### src/hdl/sha1_pkg.sv
// Shared types and constants for the SHA-1 byte stream hash.
package sha1_pkg;

    typedef enum logic [1:0] {
        CMD_APPEND        = 2'd0,
        CMD_APPEND_FINISH = 2'd1,
        CMD_FINISH        = 2'd2,
        CMD_UNUSED        = 2'd3
    } cmd_t;

    localparam logic [31:0] H0_INIT = 32'h67452301;
    localparam logic [31:0] H1_INIT = 32'hEFCDAB89;
    localparam logic [31:0] H2_INIT = 32'h98BADCFE;
    localparam logic [31:0] H3_INIT = 32'h10325476;
    localparam logic [31:0] H4_INIT = 32'hC3D2E1F0;

    localparam logic [31:0] K_0 = 32'h5A827999;
    localparam logic [31:0] K_1 = 32'h6ED9EBA1;
    localparam logic [31:0] K_2 = 32'h8F1BBCDC;
    localparam logic [31:0] K_3 = 32'hCA62C1D6;

    localparam logic [7:0] PAD_BYTE  = 8'h80;
    localparam logic [5:0] IDX_MASK  = 6'h3F;
    localparam int         QDEPTH    = 4;
    localparam int         QAW       = 2;

    // Classified operation handed from front to back
    typedef struct packed {
        logic       has_byte;
        logic       finish;
        logic [7:0] data;
    } op_t;

    typedef struct packed {
        logic [31:0] digest_word;
        logic [2:0]  word_index;
        logic        last_word;
    } res_t;

endpackage

### src/hdl/sha1_if.sv
// Valid/ready channel interfaces for input items and digest words.
interface sha1_in_if;
    logic       valid;
    logic       ready;
    logic [1:0] cmd;
    logic [7:0] data_byte;
    modport source (output valid, cmd, data_byte, input ready);
    modport sink   (input valid, cmd, data_byte, output ready);
endinterface

interface sha1_out_if;
    logic        valid;
    logic        ready;
    logic [31:0] digest_word;
    logic [2:0]  word_index;
    logic        last_word;
    modport source (output valid, digest_word, word_index, last_word, input ready);
    modport sink   (input valid, digest_word, word_index, last_word, output ready);
endinterface

### src/hdl/sha1_front.sv
// Front end: accepts input items, drops unused commands, queues operations.
module sha1_front (
    input  logic         clk,
    input  logic         rst_n,
    sha1_in_if.sink      in_ch,
    output sha1_pkg::op_t q_op,
    output logic         q_valid,
    input  logic         q_pop
);
    import sha1_pkg::*;

    op_t            mem_reg [QDEPTH];
    logic [QAW-1:0] wr_reg, rd_reg;
    logic [QAW:0]   cnt_reg;
    logic           push;
    op_t            op_in;

    assign in_ch.ready = (cnt_reg != (QAW+1)'(QDEPTH));
    assign push        = in_ch.valid && in_ch.ready;

    // Classify the command
    always_comb
    begin
        op_in.data     = in_ch.data_byte;
        op_in.has_byte = (in_ch.cmd == CMD_APPEND) || (in_ch.cmd == CMD_APPEND_FINISH);
        op_in.finish   = (in_ch.cmd == CMD_APPEND_FINISH) || (in_ch.cmd == CMD_FINISH);
    end

    always_ff @(posedge clk)
    begin
        if (push && (op_in.has_byte || op_in.finish))
            mem_reg[wr_reg] <= op_in;
    end

    // Queue pointers
    always_ff @(posedge clk or negedge rst_n)
    begin
        if (!rst_n)
        begin
            wr_reg  <= '0;
            rd_reg  <= '0;
            cnt_reg <= '0;
        end
        else
        begin
            logic do_push;
            do_push = push && (op_in.has_byte || op_in.finish);
            if (do_push)
                wr_reg <= wr_reg + QAW'(1);
            if (q_pop)
                rd_reg <= rd_reg + QAW'(1);
            cnt_reg <= cnt_reg + (QAW+1)'(do_push) - (QAW+1)'(q_pop);
        end
    end

    assign q_valid = (cnt_reg != '0);
    assign q_op    = mem_reg[rd_reg];

`ifndef SYNTH
    a_no_overflow: assert property (@(posedge clk) disable iff (!rst_n)
        cnt_reg <= (QAW+1)'(QDEPTH)) else $error("queue overflow");
    a_pop_valid: assert property (@(posedge clk) disable iff (!rst_n)
        q_pop |-> q_valid) else $error("pop from empty queue");
`endif
endmodule

### src/hdl/sha1_core.sv
// Back end: block store, padding sequencer, 80-round compression, digest out.
module sha1_core (
    input  logic          clk,
    input  logic          rst_n,
    input  sha1_pkg::op_t q_op,
    input  logic          q_valid,
    output logic          q_pop,
    sha1_out_if.source    out_ch
);
    import sha1_pkg::*;

    typedef enum logic [2:0] {
        S_IDLE, S_PAD, S_LEN, S_ROUND, S_ADD, S_OUT
    } state_t;

    state_t        state_reg;
    logic [31:0]   w_reg [16];      // block store as words, also rolling schedule
    logic [31:0]   h_reg [5];
    logic [31:0]   a_reg, b_reg, c_reg, d_reg, e_reg;
    logic [60:0]   cnt_reg;
    logic [5:0]    pidx_reg;        // padding write index
    logic [6:0]    rnd_reg;
    logic          fin_reg;         // finishing: after compress go to pad/out
    logic          lenblk_reg;      // pad byte placed: spill or length block under way
    logic [2:0]    oidx_reg;
    logic [63:0]   bits;

    assign bits = {cnt_reg, 3'b000};

    // Round datapath
    logic [31:0] wx, f, k, t;
    logic [3:0]  ri;
    always_comb
    begin
        ri = rnd_reg[3:0];
        if (rnd_reg < 7'd16)
            wx = w_reg[ri];
        else
        begin
            wx = w_reg[ri + 4'd13] ^ w_reg[ri + 4'd8] ^ w_reg[ri + 4'd2] ^ w_reg[ri];
            wx = {wx[30:0], wx[31]};
        end
        if (rnd_reg < 7'd20)
        begin
            f = d_reg ^ (b_reg & (c_reg ^ d_reg)); k = K_0;
        end
        else if (rnd_reg < 7'd40)
        begin
            f = b_reg ^ c_reg ^ d_reg; k = K_1;
        end
        else if (rnd_reg < 7'd60)
        begin
            f = (b_reg & c_reg) | (d_reg & (b_reg | c_reg)); k = K_2;
        end
        else
        begin
            f = b_reg ^ c_reg ^ d_reg; k = K_3;
        end
        t = {a_reg[26:0], a_reg[31:27]} + f + e_reg + k + wx;
    end

    assign q_pop = (state_reg == S_IDLE) && q_valid;

    assign out_ch.valid       = (state_reg == S_OUT);
    assign out_ch.digest_word = h_reg[oidx_reg];
    assign out_ch.word_index  = oidx_reg;
    assign out_ch.last_word   = (oidx_reg == 3'd4);

    // Write one byte into the word-organised store
    function automatic logic [31:0] put_byte(logic [31:0] w, logic [1:0] lane, logic [7:0] v);
        logic [31:0] r;
        r = w;
        case (lane)
            2'd0:    r[31:24] = v;
            2'd1:    r[23:16] = v;
            2'd2:    r[15:8]  = v;
            default: r[7:0]   = v;
        endcase
        return r;
    endfunction

    // Payload: store, schedule, working variables
    always_ff @(posedge clk)
    begin
        logic [5:0] bi;
        bi = cnt_reg[5:0];
        case (state_reg)
            S_IDLE:
                if (q_pop && q_op.has_byte)
                    w_reg[bi[5:2]] <= put_byte(w_reg[bi[5:2]], bi[1:0], q_op.data);
            S_PAD:
                w_reg[pidx_reg[5:2]] <= put_byte(w_reg[pidx_reg[5:2]], pidx_reg[1:0],
                    (pidx_reg == cnt_reg[5:0] && !lenblk_reg) ? PAD_BYTE : 8'h00);
            S_LEN:
            begin
                w_reg[14] <= bits[63:32];
                w_reg[15] <= bits[31:0];
                a_reg <= h_reg[0]; b_reg <= h_reg[1]; c_reg <= h_reg[2];
                d_reg <= h_reg[3]; e_reg <= h_reg[4];
            end
            S_ROUND:
            begin
                if (rnd_reg >= 7'd16)
                    w_reg[ri] <= wx;
                a_reg <= t; b_reg <= a_reg; c_reg <= {b_reg[1:0], b_reg[31:2]};
                d_reg <= c_reg; e_reg <= d_reg;
            end
            default: ;
        endcase
        // Full data block: load working variables for compression
        if (state_reg == S_IDLE && q_pop && q_op.has_byte && bi == IDX_MASK)
        begin
            a_reg <= h_reg[0]; b_reg <= h_reg[1]; c_reg <= h_reg[2];
            d_reg <= h_reg[3]; e_reg <= h_reg[4];
        end
        if (state_reg == S_PAD && pidx_reg == IDX_MASK && !lenblk_reg)
        begin
            a_reg <= h_reg[0]; b_reg <= h_reg[1]; c_reg <= h_reg[2];
            d_reg <= h_reg[3]; e_reg <= h_reg[4];
        end
    end

    // Control state and chaining words
    always_ff @(posedge clk or negedge rst_n)
    begin
        if (!rst_n)
        begin
            state_reg  <= S_IDLE;
            h_reg[0] <= H0_INIT; h_reg[1] <= H1_INIT; h_reg[2] <= H2_INIT;
            h_reg[3] <= H3_INIT; h_reg[4] <= H4_INIT;
            cnt_reg    <= '0;
            pidx_reg   <= '0;
            rnd_reg    <= '0;
            fin_reg    <= 1'b0;
            lenblk_reg <= 1'b0;
            oidx_reg   <= '0;
        end
        else
        begin
            case (state_reg)
                S_IDLE:
                    if (q_pop)
                    begin
                        logic [60:0] nc;
                        nc = q_op.has_byte ? cnt_reg + 61'd1 : cnt_reg;
                        cnt_reg    <= nc;
                        fin_reg    <= q_op.finish;
                        lenblk_reg <= 1'b0;
                        rnd_reg    <= '0;
                        if (q_op.has_byte && nc[5:0] == 6'd0)
                            state_reg <= S_ROUND;
                        else if (q_op.finish)
                        begin
                            pidx_reg  <= nc[5:0];
                            state_reg <= S_PAD;
                        end
                    end
                S_PAD:
                begin
                    // Fill up to 56 (length fits) or 64 (spill block)
                    if (pidx_reg == 6'd55 && (cnt_reg[5:0] < 6'd56 || lenblk_reg))
                        state_reg <= S_LEN;
                    else if (pidx_reg == IDX_MASK)
                    begin
                        lenblk_reg <= 1'b1;
                        rnd_reg    <= '0;
                        state_reg  <= S_ROUND;
                    end
                    pidx_reg <= pidx_reg + 6'd1;
                end
                S_LEN:
                begin
                    lenblk_reg <= 1'b1;
                    rnd_reg    <= '0;
                    state_reg  <= S_ROUND;
                end
                S_ROUND:
                begin
                    rnd_reg <= rnd_reg + 7'd1;
                    if (rnd_reg == 7'd79)
                        state_reg <= S_ADD;
                end
                S_ADD:
                begin
                    h_reg[0] <= h_reg[0] + a_reg; h_reg[1] <= h_reg[1] + b_reg;
                    h_reg[2] <= h_reg[2] + c_reg; h_reg[3] <= h_reg[3] + d_reg;
                    h_reg[4] <= h_reg[4] + e_reg;
                    if (!fin_reg)
                        state_reg <= S_IDLE;
                    else if (lenblk_reg && pidx_reg == 6'd56)
                    begin
                        oidx_reg  <= '0;
                        state_reg <= S_OUT;
                    end
                    else
                    begin
                        // data block finished at finish, or spill block done
                        pidx_reg  <= lenblk_reg ? 6'd0 : cnt_reg[5:0];
                        state_reg <= S_PAD;
                    end
                end
                S_OUT:
                    if (out_ch.ready)
                    begin
                        oidx_reg <= oidx_reg + 3'd1;
                        if (oidx_reg == 3'd4)
                        begin
                            h_reg[0] <= H0_INIT; h_reg[1] <= H1_INIT;
                            h_reg[2] <= H2_INIT; h_reg[3] <= H3_INIT;
                            h_reg[4] <= H4_INIT;
                            cnt_reg   <= '0;
                            fin_reg   <= 1'b0;
                            state_reg <= S_IDLE;
                        end
                    end
                default: state_reg <= S_IDLE;
            endcase
        end
    end

`ifndef SYNTH
    a_out_idx: assert property (@(posedge clk) disable iff (!rst_n)
        out_ch.valid |-> oidx_reg <= 3'd4) else $error("digest index out of range");
    a_no_pop_busy: assert property (@(posedge clk) disable iff (!rst_n)
        q_pop |-> state_reg == S_IDLE) else $error("pop while busy");
    a_round_range: assert property (@(posedge clk) disable iff (!rst_n)
        state_reg == S_ROUND |-> rnd_reg < 7'd80) else $error("round overrun");
`endif
endmodule

### src/hdl/sha1_byte_stream_hash.sv
// Top level of the SHA-1 byte stream hash.
// SHA-1 over a byte stream. Bytes enter a four-entry queue and are stored by the back
// end; every 64th byte starts the 80-round compression plus chaining add in the
// single round unit, which sets the sustained rate. The queue takes further bytes while
// the compression runs, until it is full. A finish adds up to two padding sweeps and
// compressions, then five digest transfers, H0 first, with last_word on H4.
// Command 3 is accepted and discarded.
module sha1_byte_stream_hash (
    input logic       clk,
    input logic       rst_n,
    sha1_in_if.sink   in_ch,
    sha1_out_if.source out_ch
);
    import sha1_pkg::*;

    op_t  q_op;
    logic q_valid, q_pop;

    sha1_front u_front (
        .clk(clk), .rst_n(rst_n), .in_ch(in_ch),
        .q_op(q_op), .q_valid(q_valid), .q_pop(q_pop)
    );

    sha1_core u_core (
        .clk(clk), .rst_n(rst_n), .q_op(q_op), .q_valid(q_valid),
        .q_pop(q_pop), .out_ch(out_ch)
    );
endmodule

### src/flat_wrapper.sv
// flat-port wrapper written by rule: the top's interface ports become plain ports
module sha1_byte_stream_hash_flat import sha1_pkg::*;
  (clk, rst_n, in_ch_valid, in_ch_cmd, in_ch_data_byte, in_ch_ready, out_ch_valid, out_ch_digest_word, out_ch_word_index, out_ch_last_word, out_ch_ready);
  sha1_in_if in_ch_i ();
  sha1_out_if out_ch_i ();
  input logic clk;
  input logic rst_n;
  input wire logic [$bits(in_ch_i.valid)-1:0] in_ch_valid;
  input wire logic [$bits(in_ch_i.cmd)-1:0] in_ch_cmd;
  input wire logic [$bits(in_ch_i.data_byte)-1:0] in_ch_data_byte;
  output wire logic [$bits(in_ch_i.ready)-1:0] in_ch_ready;
  output wire logic [$bits(out_ch_i.valid)-1:0] out_ch_valid;
  output wire logic [$bits(out_ch_i.digest_word)-1:0] out_ch_digest_word;
  output wire logic [$bits(out_ch_i.word_index)-1:0] out_ch_word_index;
  output wire logic [$bits(out_ch_i.last_word)-1:0] out_ch_last_word;
  input wire logic [$bits(out_ch_i.ready)-1:0] out_ch_ready;
  assign in_ch_i.valid = in_ch_valid;
  assign in_ch_i.cmd = in_ch_cmd;
  assign in_ch_i.data_byte = in_ch_data_byte;
  assign in_ch_ready = in_ch_i.ready;
  assign out_ch_valid = out_ch_i.valid;
  assign out_ch_digest_word = out_ch_i.digest_word;
  assign out_ch_word_index = out_ch_i.word_index;
  assign out_ch_last_word = out_ch_i.last_word;
  assign out_ch_i.ready = out_ch_ready;
  sha1_byte_stream_hash u_core (.clk(clk), .rst_n(rst_n), .in_ch(in_ch_i), .out_ch(out_ch_i));
endmodule
### config.mk
export PLATFORM = sky130hd
export DESIGN_NAME = sha1_byte_stream_hash_flat
export DESIGN_NICKNAME = d
export VERILOG_FILES = /design/src/hdl/sha1_pkg.sv /design/src/hdl/sha1_if.sv /design/src/hdl/sha1_front.sv /design/src/hdl/sha1_core.sv /design/src/hdl/sha1_byte_stream_hash.sv /design/src/flat_wrapper.sv
export SDC_FILE = /design/constraint.sdc
export NUM_CORES = 2
export LEC_CHECK = 0
export ABC_CLOCK_PERIOD_IN_PS = 14100
export BUFFER_PORTS_ARGS = -buffer_cell sky130_fd_sc_hd__buf_2
export CELL_PAD_IN_SITES_DETAIL_PLACEMENT = 1
export CELL_PAD_IN_SITES_GLOBAL_PLACEMENT = 2
export CORE_MARGIN = 3
export CORE_UTILIZATION = 49
export DETAILED_ROUTE_END_ITERATION = 16
export GPL_TIMING_DRIVEN = 0
export HOLD_SLACK_MARGIN = 0.03
export PLACE_DENSITY = 0.83
export SKIP_LAST_GASP = 1
export SLEW_MARGIN = 20
export SYNTH_ARGS = -nofsm -noshare
export SYNTH_HDL_FRONTEND = slang
export SYNTH_SLANG_ARGS = --single-unit
### constraint.sdc
create_clock -name clk -period 14.1 [get_ports clk]
set_clock_uncertainty 0.1 [all_clocks]
set_input_delay 2.115 -clock clk [delete_from_list [all_inputs] [get_ports clk]]
set_output_delay 2.115 -clock clk [all_outputs]
set_load 0.02 [all_outputs]
; ---- After elaboration in Yosys (flattened, before gate mapping)
; Memories as Yosys holds them, arrays and structs flattened.
; Cells that the tools add are included.
[totals]
elab_cells = 264
n_memories = 2
output_inout_bits = 38
inputBits = 14
ramBits = 552
ff_bits = 409
[op_classes]
bitwise_logic = 13
add_sub_neg = 20
magnitude_cmp = 7
eq_ne = 41
n_reduce_logical = 51
n_mux = 109
[memory_table]
columns = name, words, width, read_ports, rd_ports_with_merged_regs, write_ports, line_no
row1 = u_core.u_core.w_reg, 16, 32, 4, 0, 2, sha1_core.sv:17  ; logic [31:0] w_reg [16];
row2 = u_core.u_front.mem_reg, 4, 10, 1, 0, 1, sha1_front.sv:12  ; op_t mem_reg [QDEPTH];
[op_table]
columns = cell, n
row1 = 32-bit two-way mux, 21
row2 = 160-bit two-way mux, 2
row3 = 160-bit one-hot mux with 2 select lines, 1
row4 = 32-bit one-hot mux with 2 select lines, 5
row5 = 32-bit adder, 9
row6 = 61-bit two-way mux, 4
row7 = 32-bit bitwise XOR, 7
row8 = 8-bit two-way mux, 21
row9 = 61-bit one-hot mux with 2 select lines, 1
row10 = 32-bit AND, 3
row11 = 32-bit binary-select mux with 3-bit select, 1
row12 = 32-bit OR reduction, 3
row13 = 32-bit bitwise OR, 2
row14 = "61-bit by 1-bit adder with 61-bit output, second input constant", 1
row15 = 3-bit two-way mux, 13
row16 = 6-bit two-way mux, 6
row17 = 31-bit two-way mux, 1
row18 = 7-bit one-hot mux with 4 select lines, 1
row19 = "2-bit != test, second input constant", 13
row20 = "6-bit equality test, second input constant", 4
row21 = 4-bit two-way mux, 6
row22 = 7-bit two-way mux, 3
row23 = 1-bit two-way mux, 18
row24 = 3-bit one-hot mux with 6 select lines, 1
row25 = other kinds (44), 94

; ---- Logic depth before layout (Yosys ltp)
[logic_depth]
word_depth = 13
ltp_mapped = 29
mapped_depth_nobuf = 26

; ---- Cells and area by module
; Synthesis repeated with hierarchy kept, for this count alone.
[hier_totals]
hier_cells = 5221
hier_area_um2 = 62816.5
[modules_own_cells]
columns = mod, seq_area_each_um2, cells_each, area_per_inst_um2, n_inst
row1 = sha1_core, 26305.2, 5127, 60902.2, 1
row2 = sha1_front, 1376.3, 94, 1914.3, 1

; ---- Least setup slack after synthesis
; Ideal clock, no wire load.
[synth_timing]
path_type = register to register
from = register u_core.u_core.rnd_reg[1]
to = register u_core.u_core.a_reg[31] (data pin)
path_stages_with_launch = 28
t_required_ps = 13731
setup_slack_ps = 7043
synth_period_minus_slack_ps = 7057
t_arrival_ps = 6688
setup_time_ps = 269
n_path_buf = 3
cell_sequence = dfrtp_1 > ha_1 > buf_2 > buf_2 > clkbuf_1 > mux4_2 > mux4_2 > xnor2_1 > xnor2_1 > nor2_1 > a31oi_1 > fa_1 > fa_1 > fa_1 > inv_1 > ha_1 > inv_1 > fa_1 > nor2b_1 > o31a_1 > o21ai_1 > o31ai_1 > and3_1 > o41ai_1 > o21ai_0 > a31oi_1 > xor2_1 > o21ai_0
[synth_via]
elab_chain_cells = 11
elab_cells_between_ends = 25
classes_between = add/sub (7) / order compare (4) / mux (10) / bitwise (3) / memory (1)
[synth_rtl]
columns = item, line_no
row1 = start: declaration, sha1_core.sv:22  ; logic [6:0] rnd_reg;
row2 = start signal: assignment, sha1_core.sv:179  ; rnd_reg <= rnd_reg + 7'd1;
row3 = 7-bit by 6-bit less-than comparator with 1-bit output, sha1_core.sv:51  ; else if (rnd_reg < 7'd60)
row4 = 32-bit two-way mux, sha1_core.sv:51
row5 = 32-bit two-way mux, sha1_core.sv:47  ; else if (rnd_reg < 7'd40)
row6 = 32-bit two-way mux, sha1_core.sv:43  ; if (rnd_reg < 7'd20)
row7 = 32-bit adder (3 in a row), sha1_core.sv:59  ; t = {a_reg[26:0], a_reg[31:27]} + f + e_reg + k + wx;
row8 = 32-bit adder *, sha1_core.sv:59
row9 = 32-bit one-hot mux with 2 select lines *, sha1_core.sv:87  ; case (state_reg)
row10 = 32-bit two-way mux *, sha1_core.sv:111  ; if (state_reg == S_IDLE && q_pop && q_op.has_byte && bi == IDX_MASK)
row11 = 32-bit two-way mux *, sha1_core.sv:116  ; if (state_reg == S_PAD && pidx_reg == IDX_MASK && !lenblk_reg)
row12 = end signal: assignment, sha1_core.sv:98  ; a_reg <= h_reg[0]; b_reg <= h_reg[1]; c_reg <= h_reg[2];
row13 = end signal: assignment, sha1_core.sv:113  ; a_reg <= h_reg[0]; b_reg <= h_reg[1]; c_reg <= h_reg[2];
row14 = end signal: assignment, sha1_core.sv:118  ; a_reg <= h_reg[0]; b_reg <= h_reg[1]; c_reg <= h_reg[2];
row15 = end: declaration, sha1_core.sv:19  ; logic [31:0] a_reg, b_reg, c_reg, d_reg, e_reg;
; Every way passes the cells marked *; elsewhere a longest branch is shown, timed or not.
; A chain may end at the register's enable or synchronous reset.

; ---- Final worst setup path
[layout_timing]
from = register u_core.u_core.rnd_reg[2]
to = register u_core.u_core.a_reg[31] (data pin)
; The elaborated chain is that of the path after synthesis.

==> flow_metrics.tcl <==
set metrics [dict create \
    outcome "finished clean" \
    ys_async_sr_fraction_pct 25.9 \
    clk_latency_ns 0.77 \
    min_path_cells 1 \
    htreeDepth 3 \
    setup_viol 0 \
    crit_family "buffers and inverters" \
    portBuffers 51 \
    drc_errors 0 \
    die_w_um 363 \
    dieArea_sq_mm 0.132 \
    worst-path-stages 26 \
    drv_slew 0 \
    rsz0062_at_grt "false" \
    vias 48400 \
    synth.cell_area_sq_mm 0.0625 \
    post_cts.repair.setup_buffers 0 \
    ys.flop_type "edfxtp_1" \
    period_share_pct 74.3 \
    synth_top_area_cell "edfxtp_1" \
    track_usage_pct 38.1 \
    ioPinCount 52 \
    max_slew_margin_pct 13.0 \
    cts_tree "built" \
    clk_path_buf_depth 3 \
    synth-edff-count 709 \
    finalCriticalPeriod_ns 10.47 \
    hold_path.class "flip-flop to flip-flop" \
    hpwlAfterDp_um 189000 \
    post_drt_wl_per_cell_um 35.0 \
    antenna_found_initial 8 \
    finalWeightedCongestion 0.982 \
    timing.rr.start "u_core.u_core.rnd_reg[2]$_DFFE_PN0P_" \
    synth-seq-cells 961 \
    drive_gt1_share_pct 18.4 \
    cp.buffers_inverters 6 \
    crit_path_frequent_cell "fa_1" \
    grt_pass1_wl_um 359000 \
    tightestPinTransition_ns 1.30 \
    clock-root-buffer "clkbuf_16" \
    cts.sinks 961 \
    holdPathEnd "u_core.u_core.h_reg[63]$_DFFE_PN0P_" \
    yosys.cell_types.count 82 \
    synth_nets 5569 \
    synth_top_area_share_pct 34.1 \
    yosysWarnings 0 \
    worstSetupEndpointType "flip-flop" \
    viasPerCell 6.78 \
    critPathLaunchType "flip-flop" \
    largest_register_ffs 512 \
    grt_max_degree 80 \
    yosys-top-cells-area "edfxtp_1 34%, mux4_2 17%, dfrtp_1 6.8%" \
    criticalPathCategory "flip-flop to flip-flop" \
    fmax_ghz 0.0955 \
    synth.most_common_cell "edfxtp_1" \
    antenna_left 0 \
    initial_core_util_pct 49.6 \
    core_area_sq_mm 0.126 \
    wl_um 250000 \
    ctsHoldBuffers 0 \
    drt_iter0_drc 5921 \
    worstPathRequired_ns 14.44 \
    fp.dieH_um 363 \
    hold_start "u_core.u_core.h_reg[63]$_DFFE_PN0P_" \
    path_clk_slew_ns 0.07 \
    critPathSlowestCell "clkbuf_1" \
    r2r_end "u_core.u_core.a_reg[31]$_DFFE_PP_" \
    drv_cap 0 \
    crit_path_max_fanout 10 \
    gr-total-overflow 0 \
    final.setup.tns_ns 0 \
    cts_buffers 111 \
    row_count 130 \
    regToRegSetupSlack_ns 3.63 \
    critical_path.max_stage_delay_ns 0.98 \
    worst_ep_arrival_time_ns 10.81 \
    syn_to_final_growth_pct 10.8 \
    num-nets-final 5750 \
    post_cts_resized 0 \
    yosysSeqAreaShare_pct 44.3 \
    finalHoldViolations 0 \
    rr_worst_depth 26 \
    dr.pass1.iters 8 \
    synth_commonest_cells "709 x edfxtp_1, 646 x nand2_1, 458 x mux4_2" \
    first_global_vias 50400 \
    syn_inst 5215 \
    avgSynthCellArea_sq_um 12.0 \
]
[cell families after synthesis]
family	after synthesis	synth area share, %
multiplexers	631	19.3
buffers and inverters	507	3.41
adder cells (fa/ha/maj)	340	8.32
XOR/XNOR	311	4.36
AND/OR/NAND/NOR	1373	9.55
flip-flops	961	44.3
AO/OA/AOI/OAI	1092	10.8
[how the worst max path moves through the flow]
stage                                        endpoint                            startpoint  slack [ns]
finish              u_core.u_core.a_reg[31]$_DFFE_PP_  u_core.u_core.rnd_reg[2]$_DFFE_PN0P_        3.63
detailed placement  u_core.u_core.a_reg[31]$_DFFE_PP_  u_core.u_core.rnd_reg[2]$_DFFE_PN0P_        4.09
floorplan           u_core.u_core.a_reg[31]$_DFFE_PP_  u_core.u_core.rnd_reg[1]$_DFFE_PN0P_        7.04
CTS                 u_core.u_core.a_reg[31]$_DFFE_PP_  u_core.u_core.rnd_reg[2]$_DFFE_PN0P_        4.06
global placement    u_core.u_core.a_reg[31]$_DFFE_PP_  u_core.u_core.rnd_reg[2]$_DFFE_PN0P_        4.04
global route        u_core.u_core.a_reg[31]$_DFFE_PP_  u_core.u_core.rnd_reg[2]$_DFFE_PN0P_        3.51
[cells in the final DEF (no fill, tap or decap), drive strengths merged, types with 8 or more instances in the layout]
cell type,synthesis,routed
o211ai,14,14
mux2i,166,166
o21ai,355,355
xor2,127,127
nor2,343,343
edfxtp,709,709
and2,14,14
and3,27,27
ha,214,214
a21o,92,92
o22ai,35,35
clkinv,0,40
xnor2,184,184
buf,109,177
nand3,95,95
bufinv,0,14
clkbuf,188,335
o21bai,22,22
mux4,458,458
a22o,8,8
fa,126,126
nand4,30,30
o221ai,26,26
a221oi,10,10
a211oi,27,27
o21a,84,84
nor4,10,10
o31ai,24,24
nand2b,71,71
a31oi,56,56
dfstp,80,80
nor2b,18,18
nor3,72,72
a21oi,265,265
inv,210,213
dfrtp,169,169
nand2,646,646
or3,18,18
[per-layer routing]
layer  share of wire [%]  GRT usage [%]
met2                  47           62.2
met5               0.028              0
met4                 7.8           24.7
met1                  36           45.5
met3                 9.3           8.96
[layout make-up]
cell class	instances	area, sq um
plain buffers	297	1380
inverters	210	788
repair buffers	68	539
well taps	1650	2060
flip-flops and latches	961	27700
clock buffers	147	2990
multi-input cells	3747	33000
diodes	5	12.5
clock inverters	63	797
fillers	12900	56800
[stage by stage]
stage          util, %  hold slack (ns)  cell area (sq um)  worst slack [ns]  instances
6_report          54.9            0.411              69200              3.63       7148
4_1_cts           54.8            0.409              69100              4.06       7141
2_1_floorplan        -            0.365              62500              7.04       5215
3_5_place_dp      51.8            0.405              65300              4.09       6931
5_1_grt           54.9            0.435              69200              3.51       7143
3_3_place_gp      51.4            0.398              64800              4.04       6916
Power is left out: the tool's default activity adds up to more than one toggle a clock period on the data nets, which glitch-free logic cannot reach.
